File: src/rtl/apc_dot3.sv
// Registered three-term signed dot product, two stages.
`timescale 1ns / 1ps

module apc_dot3 #(
	parameter int W = 16
) (
	input  logic                clk,
	input  logic signed [W-1:0] a [3],
	input  logic signed [W-1:0] b [3],
	output logic signed [2*W:0] dot
);

	logic signed [2*W-1:0] prod_s1 [3];

	always_ff @(posedge clk) begin
		for (int k = 0; k < 3; k++) begin
			prod_s1[k] <= a[k] * b[k];
		end
		dot <= (2*W+1)'(prod_s1[0]) + (2*W+1)'(prod_s1[1]) + (2*W+1)'(prod_s1[2]);
	end

endmodule

File: config.mk
export PLATFORM = sky130hd
export DESIGN_NAME = apc_dot3
export DESIGN_NICKNAME = d
export VERILOG_FILES = /design/src/rtl/apc_dot3.sv
export SDC_FILE = /design/constraint.sdc
export NUM_CORES = 2
export LEC_CHECK = 0
export BUFFER_PORTS_ARGS = -buffer_cell sky130_fd_sc_hd__buf_2
export CAP_MARGIN = 20
export CORE_MARGIN = 4
export CORE_UTILIZATION = 40
export DETAILED_ROUTE_END_ITERATION = 10
export PLACE_DENSITY_LB_ADDON = 0.3
export SLEW_MARGIN = 30
export SYNTH_ARGS = -nofsm -noshare
export SYNTH_HDL_FRONTEND = slang
export SYNTH_SLANG_ARGS = --single-unit
File: constraint.sdc
create_clock -name clk -period 6.9 [get_ports clk]
set_clock_uncertainty 0.15 [all_clocks]
set_input_delay 0.345 -clock clk [delete_from_list [all_inputs] [get_ports clk]]
set_output_delay 0.345 -clock clk [all_outputs]
set_load 0.005 [all_outputs]
==> flow_summary.rst <==
.. list-table::
   :header-rows: 1

   * - Metric
     - Value
   * - Commonest cells after routing, fill and taps aside
     - sky130_fd_sc_hd__inv_1 (867), sky130_fd_sc_hd__fa_1 (819), sky130_fd_sc_hd__nand2_1 (392)
   * - RSZ-0062 raised after global routing
     - false
   * - Post-synthesis sequential area ratio
     - 7.57%
   * - Critical register-to-register path endpoint
     - dot[31]$_DFF_P_
   * - Wirelength per Cell
     - about 17 um
   * - Crit path top cell by count
     - sky130_fd_sc_hd__fa_1
   * - Slack of the worst reg-to-reg path
     - 2810 ps
   * - GRT Residual Overflow
     - 0
   * - Minimum period implied by the final worst setup slack
     - roughly 6200 ps
   * - Fmax achieved
     - around 160 MHz
   * - Status
     - finished, final reports clean
   * - Number of nets in the final layout
     - between 4000 and 5000
   * - Classification of the worst-slack hold path
     - primary input to flop
   * - Antenna violations before repair
     - 5
   * - Hold-fix buffers at CTS
     - 0
   * - Distinct cell type count of the synthesized netlist
     - between 50 and 60
   * - Clock tree root driver cell
     - sky130_fd_sc_hd__clkbuf_16
   * - Num ports
     - 130
   * - Area of the die
     - between 90000 and 100000 um2
   * - TritonRoute pass-1 iters
     - 5
   * - Starting density of the core
     - between 40% and 50%
   * - Maximum number of pins on one net before global-route repair
     - 17
   * - Maximum fanout count along the critical path
     - 16
   * - Area of the multi-input gates
     - 27900 um2
   * - DR DRC count
     - 0
   * - Async set or reset register ratio after synthesis
     - 0%
   * - Most common cell after layout, fill and taps aside
     - sky130_fd_sc_hd__inv_1
   * - Synthesized cell area
     - 34100 um2
   * - Hold path cells
     - 2
   * - Drt first-iter violations
     - 1236
   * - Placer's final routability congestion estimate
     - approximately 0.85
   * - Worst Hold Slack
     - ~230 ps
   * - Clock buffer count from CTS
     - 17
   * - Number of port buffers
     - ~130
   * - Data required time at the worst endpoint
     - approximately 7100 ps
   * - Clock tree sinks
     - approximately 130
   * - Cells traversed along the worst timing path
     - buf_2, nand2_1, inv_1, fa_1, inv_1, fa_1, fa_1, inv_1, fa_1, fa_1, inv_1, fa_1, inv_1, ha_1, and3_1, a221o_1, a311oi_2, nor3_1, o41ai_2, mux2i_1, a2111oi_2
   * - Synthesized netlist net count
     - 4792
   * - Relative max-transition margin
     - between 50% and 60%
   * - Synthesis Warnings
     - 0
   * - Rows
     - around 110
   * - MaxCap Viol Count
     - 0
   * - All-Layer GR Usage
     - a little under a fifth
   * - Proportion of layout cells with a drive suffix above 1
     - under 10%
   * - Avg Inst Size Synth
     - between 9 and 10 um2
   * - Gate count of the mapped netlist
     - about 3600
   * - Number of pins exceeding their max-slew limit in the final report
     - 0
   * - Post-detail-place hpwl
     - between 60000 and 70000 um
   * - Clock edge transition at the registers on the reported setup and hold paths
     - 60 ps
   * - Family with the most delay on the worst path
     - adder cells
   * - Die height
     - roughly 300 um
   * - Crit path launch
     - b[1]
   * - Width of the die
     - between 300 and 400 um
   * - Setup crit end kind
     - flop
   * - Crit-path max cell delay
     - about 520 ps
   * - Standard cell with the maximum stage delay on the critical path
     - sky130_fd_sc_hd__fa_1
   * - # setup viols final
     - 0
   * - Startpoint of the most critical register-to-register path
     - prod_s1[0][1]$_DFF_P_
   * - Clk_lat worst skew
     - 420 ps
   * - Detail Route Antenna Nets
     - 0
   * - Total of flip-flops plus latches after synthesis
     - 129
   * - Number of vias after detailed routing
     - 23500
   * - Slew at the pin closest to its max-slew limit
     - 625 ps
   * - Final sum of negative setup slack
     - 0 ps
   * - Startpoint types
     - primary input
   * - Number of enable-type register cells in the synthesized netlist
     - 0
   * - Fin crit share
     - between 80% and 90%
   * - Fill cell instance count of the final layout
     - approximately 8300
   * - Seq. cell area
     - 2580 um2
   * - Post-CTS Resized
     - 0
   * - Clock Tree Buf Depth
     - 2
   * - Maximum level of the CTS H-tree
     - 4
   * - Top FF cell, synth
     - sky130_fd_sc_hd__dfxtp_1
   * - Sink of the worst hold path
     - prod_s1[0][32]$_DFF_P_
   * - Arrival time worst endpoint
     - 6350 ps
   * - FF-to-FF path depth
     - 13
   * - Via-per-instance ratio
     - ~4.9
   * - Buffering stage count on the worst path with inverters included
     - 6
   * - Number of hold violations in the final report
     - 0
   * - Post CTS Setup Buffer Count
     - 0
   * - First-pass GRT wire length
     - 135000 um
   * - Clock tree from TritonCTS
     - done
   * - Category of the critical setup timing path
     - primary input to flop
   * - Launch instance of the worst min-delay path
     - b[16]
   * - Total Routed Length
     - roughly 81000 um
   * - Core area
     - 84100 um2
   * - Layout-stage area growth over the synthesis result
     - 7.35%
   * - Number of global-route vias before repair
     - about 26000
-- how the worst max path moves through the flow --
| stage | to | slack, ps | depth (start not counted) |
|---|---|---|---|
| after global routing | prod_s1[0][63]$_DFF_P_ | 240 | 20 |
| final | prod_s1[0][95]$_DFF_P_ | 710 | 21 |
| after floorplan | prod_s1[0][63]$_DFF_P_ | 650 | 20 |
| after CTS | prod_s1[0][63]$_DFF_P_ | 640 | 20 |
| after detailed placement | prod_s1[0][63]$_DFF_P_ | 230 | 20 |
| after global placement | prod_s1[0][63]$_DFF_P_ | 400 | 23 |
-- kinds of logic (layout without fill, tap and decap cells) --
logic type | after synthesis | in the layout | share of synthesized area, %
adder cells (fa/ha/maj) | 1096 | 1096 | 58.2
AO/OA/AOI/OAI | 289 | 289 | 5.66
XOR/XNOR | 130 | 130 | 3.34
other | 0 | 2 | 0
buffers and inverters | 967 | 1052 | 10.6
multiplexers | 2 | 2 | 0.0587
AND/OR/NAND/NOR | 986 | 986 | 14.5
flip-flops | 129 | 129 | 7.57
-- worst register-to-register path: cells and delay by family, from the launching register on --
family                   cells  cell delay (ps)
AO/OA/AOI/OAI                7             1940
AND/OR/NAND/NOR              1              130
flip-flops                   1              310
adder cells (fa/ha/maj)      3             1230
buffers and inverters        1               70
XOR/XNOR                     1              180
-- sequential cells by signal (all words and copies together), names as in the netlist --
signal   cells
dot         33
prod_s1     96
-- synthesized netlist by cell type, types with 5 or more instances --
cell type | instances | area (um2)
sky130_fd_sc_hd__o211ai_1 | 7 | 52.6
sky130_fd_sc_hd__and2_1 | 375 | 2350
sky130_fd_sc_hd__nand3_1 | 18 | 90.1
sky130_fd_sc_hd__xnor2_1 | 91 | 797
sky130_fd_sc_hd__a21oi_1 | 88 | 440
sky130_fd_sc_hd__nand2_1 | 392 | 1470
sky130_fd_sc_hd__nor2b_1 | 18 | 113
sky130_fd_sc_hd__nand4_1 | 8 | 50.1
sky130_fd_sc_hd__a31oi_1 | 10 | 62.6
sky130_fd_sc_hd__fa_1 | 819 | 16400
sky130_fd_sc_hd__a211o_1 | 6 | 52.6
sky130_fd_sc_hd__nor2_1 | 78 | 293
sky130_fd_sc_hd__a211oi_1 | 5 | 37.5
sky130_fd_sc_hd__clkbuf_1 | 100 | 375
sky130_fd_sc_hd__nand2b_1 | 28 | 175
sky130_fd_sc_hd__ha_1 | 277 | 3470
sky130_fd_sc_hd__and3_1 | 11 | 68.8
sky130_fd_sc_hd__dfxtp_1 | 129 | 2580
sky130_fd_sc_hd__a21o_1 | 50 | 375
sky130_fd_sc_hd__or2_2 | 7 | 43.8
sky130_fd_sc_hd__a2111oi_0 | 5 | 43.8
sky130_fd_sc_hd__o21bai_1 | 19 | 143
sky130_fd_sc_hd__or3_1 | 10 | 62.6
sky130_fd_sc_hd__inv_1 | 867 | 3250
sky130_fd_sc_hd__nor3_1 | 30 | 150
sky130_fd_sc_hd__xor2_1 | 39 | 342
sky130_fd_sc_hd__o21a_1 | 13 | 97.6
sky130_fd_sc_hd__o21ai_0 | 43 | 215
-- layer usage --
metal	track usage (%)	wire, um
met1	25.5	35400
met2	32.5	39700
met3	2.46	3910
met4	3.49	1490
met5	0	0
-- stage by stage --
step	util [%]	instances	area (um2)	worst slack, ps
after floorplan	-	3599	34100	646
after global placement	42.8	4786	36000	396
after detailed placement	42.8	4786	36000	231
after CTS	43.5	4818	36600	636
after global routing	43.5	4819	36600	235
final	43.5	4820	36600	708
-- area by class of cell --
| type | instances | share of cell area, % |
|---|---|---|
| multi-input cells | 2503 | 76.2 |
| well taps | 1134 | 3.87 |
| clock buffers | 24 | 1.32 |
| flip-flops and latches | 129 | 7.05 |
| clock inverters | 8 | 0.413 |
| repair buffers | 153 | 2.26 |
| inverters | 867 | 8.89 |
| diodes | 2 | 0.0137 |
Power is not shown: default switching activity piles up to over one toggle a cycle in this logic, so the estimate is an artifact.
