<file path="src/rtl/apc_pkg.sv">
// Shared types, constants and step functions for the accelerometer pose classifier.
`timescale 1ns / 1ps

package apc_pkg;

	localparam int NUM_REFS  = 4;
	localparam int REG_IDX_W = 3;

	localparam logic [REG_IDX_W-1:0] REG_CALIBRATED  = 3'd0;
	localparam logic [REG_IDX_W-1:0] REG_REF_UPRIGHT = 3'd1;
	localparam logic [REG_IDX_W-1:0] REG_REF_LEFT    = 3'd2;
	localparam logic [REG_IDX_W-1:0] REG_REF_RIGHT   = 3'd3;
	localparam logic [REG_IDX_W-1:0] REG_REF_FLAT    = 3'd4;

	typedef enum logic [2:0] {
		POSE_UNKNOWN = 3'd0,
		POSE_UPRIGHT = 3'd1,
		POSE_LEFT    = 3'd2,
		POSE_RIGHT   = 3'd3,
		POSE_FLAT    = 3'd4
	} pose_t;

	// square root: 64-bit radicand, 32-bit root, two root bits per stage
	localparam int RAD_W     = 64;
	localparam int ROOT_W    = 32;
	localparam int REM_W     = ROOT_W + 2;
	localparam int SQ_PER    = 2;
	localparam int SQ_STAGES = ROOT_W / SQ_PER;

	// cosine divider: 16 fraction bits, quotient stays below 2^18
	localparam int DEN_W      = 64;
	localparam int COS_FRAC   = 16;
	localparam int QW         = COS_FRAC + 2;
	localparam int DIV_PER    = 2;
	localparam int DIV_STAGES = QW / DIV_PER;

	localparam logic [QW-1:0] COS_MIN = QW'(1) << (COS_FRAC - 1);

	typedef struct packed {
		logic [REM_W-1:0]  rem;
		logic [ROOT_W-1:0] root;
	} sq_acc_t;

	typedef struct packed {
		sq_acc_t          acc;
		logic [RAD_W-1:0] rad;
	} sq_pipe_t;

	typedef struct packed {
		logic [DEN_W-1:0] rem;
		logic [QW-1:0]    q;
	} dv_acc_t;

	typedef struct packed {
		dv_acc_t          acc;
		logic [QW-1:0]    low;
		logic [DEN_W-1:0] den;
	} dv_pipe_t;

	typedef struct packed {
		logic                vld;
		pose_t               fpose;
		logic [NUM_REFS-1:0] use_ref;
	} ctl_t;

	// one digit of the restoring square root
	function automatic sq_acc_t sq_step(sq_acc_t a, logic [1:0] pair);
		logic [REM_W+1:0] r;
		logic [REM_W+1:0] t;
		sq_acc_t o;
		r = {a.rem, pair};
		t = (REM_W + 2)'({a.root, 2'b01});
		if (r >= t) begin
			o.rem  = REM_W'(r - t);
			o.root = {a.root[ROOT_W-2:0], 1'b1};
		end else begin
			o.rem  = REM_W'(r);
			o.root = {a.root[ROOT_W-2:0], 1'b0};
		end
		return o;
	endfunction

	// one bit of the restoring divider
	function automatic dv_acc_t dv_step(dv_acc_t a, logic [DEN_W-1:0] den, logic nbit);
		logic [DEN_W:0] r;
		dv_acc_t o;
		r = {a.rem, nbit};
		if (r >= {1'b0, den}) begin
			o.rem = DEN_W'(r - {1'b0, den});
			o.q   = {a.q[QW-2:0], 1'b1};
		end else begin
			o.rem = r[DEN_W-1:0];
			o.q   = {a.q[QW-2:0], 1'b0};
		end
		return o;
	endfunction

endpackage

</file>
<file path="src/rtl/apc_isqrt.sv">
// Pipelined integer square root, a fixed number of root bits per stage.
`timescale 1ns / 1ps

module apc_isqrt
	import apc_pkg::*;
(
	input  logic              clk,
	input  logic [RAD_W-1:0]  rad,
	output logic [ROOT_W-1:0] root
);

	sq_pipe_t stg_s [SQ_STAGES];
	sq_pipe_t head;

	assign head = '{acc: '{rem: '0, root: '0}, rad: rad};

	for (genvar k = 0; k < SQ_STAGES; k++) begin : g_stage
		sq_pipe_t prev;
		sq_pipe_t nxt;

		if (k == 0) begin : g_first
			assign prev = head;
		end else begin : g_next
			assign prev = stg_s[k-1];
		end

		always_comb begin
			nxt = prev;
			for (int j = 0; j < SQ_PER; j++) begin
				nxt.acc = sq_step(nxt.acc, nxt.rad[RAD_W-1 -: 2]);
				nxt.rad = {nxt.rad[RAD_W-3:0], 2'b00};
			end
		end

		always_ff @(posedge clk) begin
			stg_s[k] <= nxt;
		end
	end

	assign root = stg_s[SQ_STAGES-1].acc.root;

endmodule

</file>
<file path="config.mk">
export PLATFORM = sky130hd
export DESIGN_NAME = apc_isqrt
export DESIGN_NICKNAME = d
export VERILOG_FILES = /design/src/rtl/apc_pkg.sv /design/src/rtl/apc_isqrt.sv
export SDC_FILE = /design/constraint.sdc
export NUM_CORES = 2
export LEC_CHECK = 0
export BUFFER_PORTS_ARGS = -buffer_cell sky130_fd_sc_hd__buf_2
export CAP_MARGIN = 20
export CORE_UTILIZATION = 40
export DETAILED_ROUTE_END_ITERATION = 10
export PLACE_DENSITY = 0.64
export SYNTH_ARGS = -nofsm -noshare
export SYNTH_HDL_FRONTEND = slang
export SYNTH_SLANG_ARGS = --single-unit
</file>
<file path="constraint.sdc">
create_clock -name clk -period 7.05 [get_ports clk]
set_input_delay 0 -clock clk [delete_from_list [all_inputs] [get_ports clk]]
set_output_delay 0 -clock clk [all_outputs]
set_load 0.1 [all_outputs]
</file>
==> results.md <==
- First-pass GRT wire length: between 300 and 400 mm
- CORE AREA: 169000 um2
- Vias per cell: approximately 5.5
- Post-synth ARST share: 0
- Routed wire length: between 150 and 200 mm
- CP startpoint kind: flip-flop
- Leading cell type in the layout, fill and taps excluded: dfxtp_1
- Clock latency on the worst-skew pair: approximately 0.81 ns
- Arrival time at the worst endpoint: around 7.3 ns
- Worst Hold Class: input port to flip-flop
- Top post-synthesis cells by area: dfxtp_1 (36%), ha_1 (10%), xnor2_1 (6.5%), a21oi_1 (4.6%), xor2_1 (3.6%)
- Worst Clk Skew: 0.0413 ns
- Final setup vio count: 0
- P_leak: approximately 35 nW
- Setup TNS: 0 ns
- Max-slew violation count: 0
- Max incr delay on CP: approximately 0.79 ns
- Commonest non-fill, non-tap cells in the layout: dfxtp_1 (1238), nand2_1 (655), a21oi_1 (626)
- Unrepaired setup endpoints after global routing: no
- Die W: around 420 um
- I/O pin total: a little under 100
- Drt wl/cell: between 15 and 20 um
- Yosys top cell area share: 0.363
- Initial Util: 0.403
- Vias in the first global route: 55300
- Hold Crit Depth: 4
- Slew Limit Headroom: 0.372
- Flops & latches, synth: approximately 1200
- Final worst path period share: 0.943
- H-tree levels: 4
- Fin nets: slightly below 9000
- Worst Hold End: stg_s[0][92]
- Die area: 172000 um2
- CTS sink count: ~1200
- Max-Cap Viols: 0
- Min-delay src: rad[60]
- Yosys top cell by area: dfxtp_1
- Most used DFF post-synth: dfxtp_1
- Tot GR Track Use: 0.215
- GRT overflow: 0
- R2r setup slk: around 0.4 ns
- CTS Buffer Depth: 3
- Worst EP required: about 7.7 ns
- Clock period minus worst slack: roughly 6.6 ns
- Final Wtd Congestion: roughly 0.94
- Final HPWL DP: 151 mm
- Max FO, Critical Path: 37
- RR Startpoint: stg_s[1][690]
- Clock transition at path regs: around 0.060 ns
- CTS tree: done
- P per Cell Area: around 320 nW/um2
- Root buffer cell: clkbuf_16
- Power Total: approximately 0.025 W
- P&R area growth vs syn: 13.7%
- Final Hold Fails: 0
- Max VDD drop: 286 uV
- Slowest CP cell: a2111oi_0
- Yosys synthesis warning count: 0
- Worst Path Class, Setup: flip-flop to flip-flop
- Die height: 415 um
- Register name with the most flops: stg_s
- Crit path cell chain: inv_1 > ha_1 > o21ai_0 > a2111oi_0 > o31ai_1 > a311oi_1 > o21ai_0 > nand2_1 > a221oi_1 > o21bai_1 > xnor2_1 > o21ai_0 > ha_1 > a21o_1 > a21oi_1 > or4b_2 > a2111oi_2 > o41ai_4 > buf_4 > nor4b_1 > xor2_1
- DRC violations left: 0
- Drt pass-1 iters: 6
- Routed Antenna Nets: 0
- Sequential area share after synthesis: 0.363
- R2R depth: 21
- Number of flip-flops under the largest register name: roughly 1200
- Most numerous cell on the critical path: o21ai_0
- Fmax: 0.150 GHz
- Worst-margin pin slew: 0.919 ns
- Biggest regs: stg_s x1239
- # port buffers: 96
- Total number of vias: 58000
- Cells after Synth: about 8000
- DR iter-0 viols: approximately 4300
- R2R Path End: stg_s[1][881]
- Initial antenna violation count: 5
- Avg Inst Size Synth: roughly 8.6 um2
- Total CTS buffers: roughly 140
- Yosys cell types: 106
- Worst setup EP type: flip-flop
- Post-synth EDFFs: 0
- Synthesized area: 68300 um2
- Status: complete, no violations
- Layout cell share with drive strength beyond 1: 0.0754
- Pin count of the biggest net entering global routing: 55
- Site row count: about 150
==> power by group <==
part	leakage (nW)	switching [W]	internal (W)	total [W]
clock	2.39	0.00311	0.00456	0.00767
combinational	22.5	0.00476	0.00331	0.00808
sequential	10.4	0.00116	0.00820	0.00936
==> logic make-up (layout without fill, tap and decap cells) <==
family,Yosys count,in the layout,share of synthesized area
adder cells (fa/ha/maj),559,559,0.102
multiplexers,114,114,0.0184
other,1,5,0.0000549
AO/OA/AOI/OAI,2020,2020,0.189
buffers and inverters,689,1039,0.0386
AND/OR/NAND/NOR,2523,2523,0.188
XOR/XNOR,787,787,0.101
flip-flops,1239,1239,0.363
==> layout make-up <==
type,count,area [um2]
Sequential cell,1239,24800
Clock inverter,77,1120
Fill cell,16300,91800
Tap cell,2218,2780
Timing Repair Buffer,300,2360
Antenna cell,2,5.00
Inverter,485,1820
Multi-Input combinational cell,6006,40900
Clock buffer,177,3830
==> critical path: cells and delay by family (launching register included) <==
kind	cells	cell delay [ns]
AOI/OAI and AO/OA	12	3.65
buffers and inverters	2	0.42
and+or+nand+nor	3	0.96
xor gates and xnor gates	2	0.25
DFF	1	0.50
adders and majority gates	2	0.72
==> through the flow <==
step | worst slack (ns) | std cells | util | hold slack [ns] | area [um2]
after global placement | 0.248 | 10100 | 0.421 | 0.102 | 71300
final | 0.405 | 10500 | 0.458 | 0.134 | 77600
after CTS | 0.136 | 10500 | 0.458 | 0.0459 | 77600
after global routing | 0.0179 | 10500 | 0.458 | 0.149 | 77600
after floorplan | 1.21 | 7934 | - | 0.0277 | 68300
after detailed placement | 0.148 | 10100 | 0.421 | 0.104 | 71300
==> per-layer routing <==
| layer | track usage | share of wire |
|---|---|---|
| met5 | 0 | 0 |
| met4 | 0.0745 | 0.031 |
| met3 | 0.0291 | 0.050 |
| met2 | 0.358 | 0.46 |
| met1 | 0.285 | 0.46 |
==> worst max path at each step <==
| stage | start | endpoint | slack (ns) | depth (start not counted) |
|---|---|---|---|---|
| 3_5_place_dp | stg_s[1][461] | stg_s[1][617] | 0.15 | 23 |
| 6_report | stg_s[1][690] | stg_s[1][881] | 0.41 | 21 |
| 4_1_cts | stg_s[1][461] | stg_s[1][617] | 0.14 | 23 |
| 2_1_floorplan | stg_s[1][201] | stg_s[1][351] | 1.21 | 28 |
| 5_1_grt | stg_s[1][690] | stg_s[1][881] | 0.02 | 23 |
| 3_3_place_gp | stg_s[1][461] | stg_s[1][617] | 0.25 | 23 |
==> synthesized netlist by cell type (27+ instances only) <==
master / instances
clkbuf_1: 151
mux2_2: 90
o21a_1: 72
and3_1: 60
nor4b_1: 31
o21bai_1: 61
nand2b_1: 87
a21o_1: 275
dfxtp_1: 1239
nand3_1: 165
or2_2: 47
o21ai_0: 444
nand4b_1: 29
inv_1: 475
xor2_1: 283
o211ai_1: 34
a21oi_1: 626
nand2_1: 656
or3_1: 77
and4_1: 27
nor4_1: 110
nor3b_1: 36
nand4_1: 136
nor3_1: 217
ha_1: 558
a211oi_1: 66
nor2_1: 578
and2_1: 52
a31oi_1: 62
o31ai_1: 51
xnor2_1: 504
or4_1: 47
nor2b_1: 87
==> timing repair <==
item	4_1_cts	5_1_grt
endpoints found under the setup margin	0	67
setup buffers	0	1
resized for setup	0	11
endpoints found under the hold margin	73	0
hold buffers	132	0
Note: power is estimated with default switching activity, not from simulation.
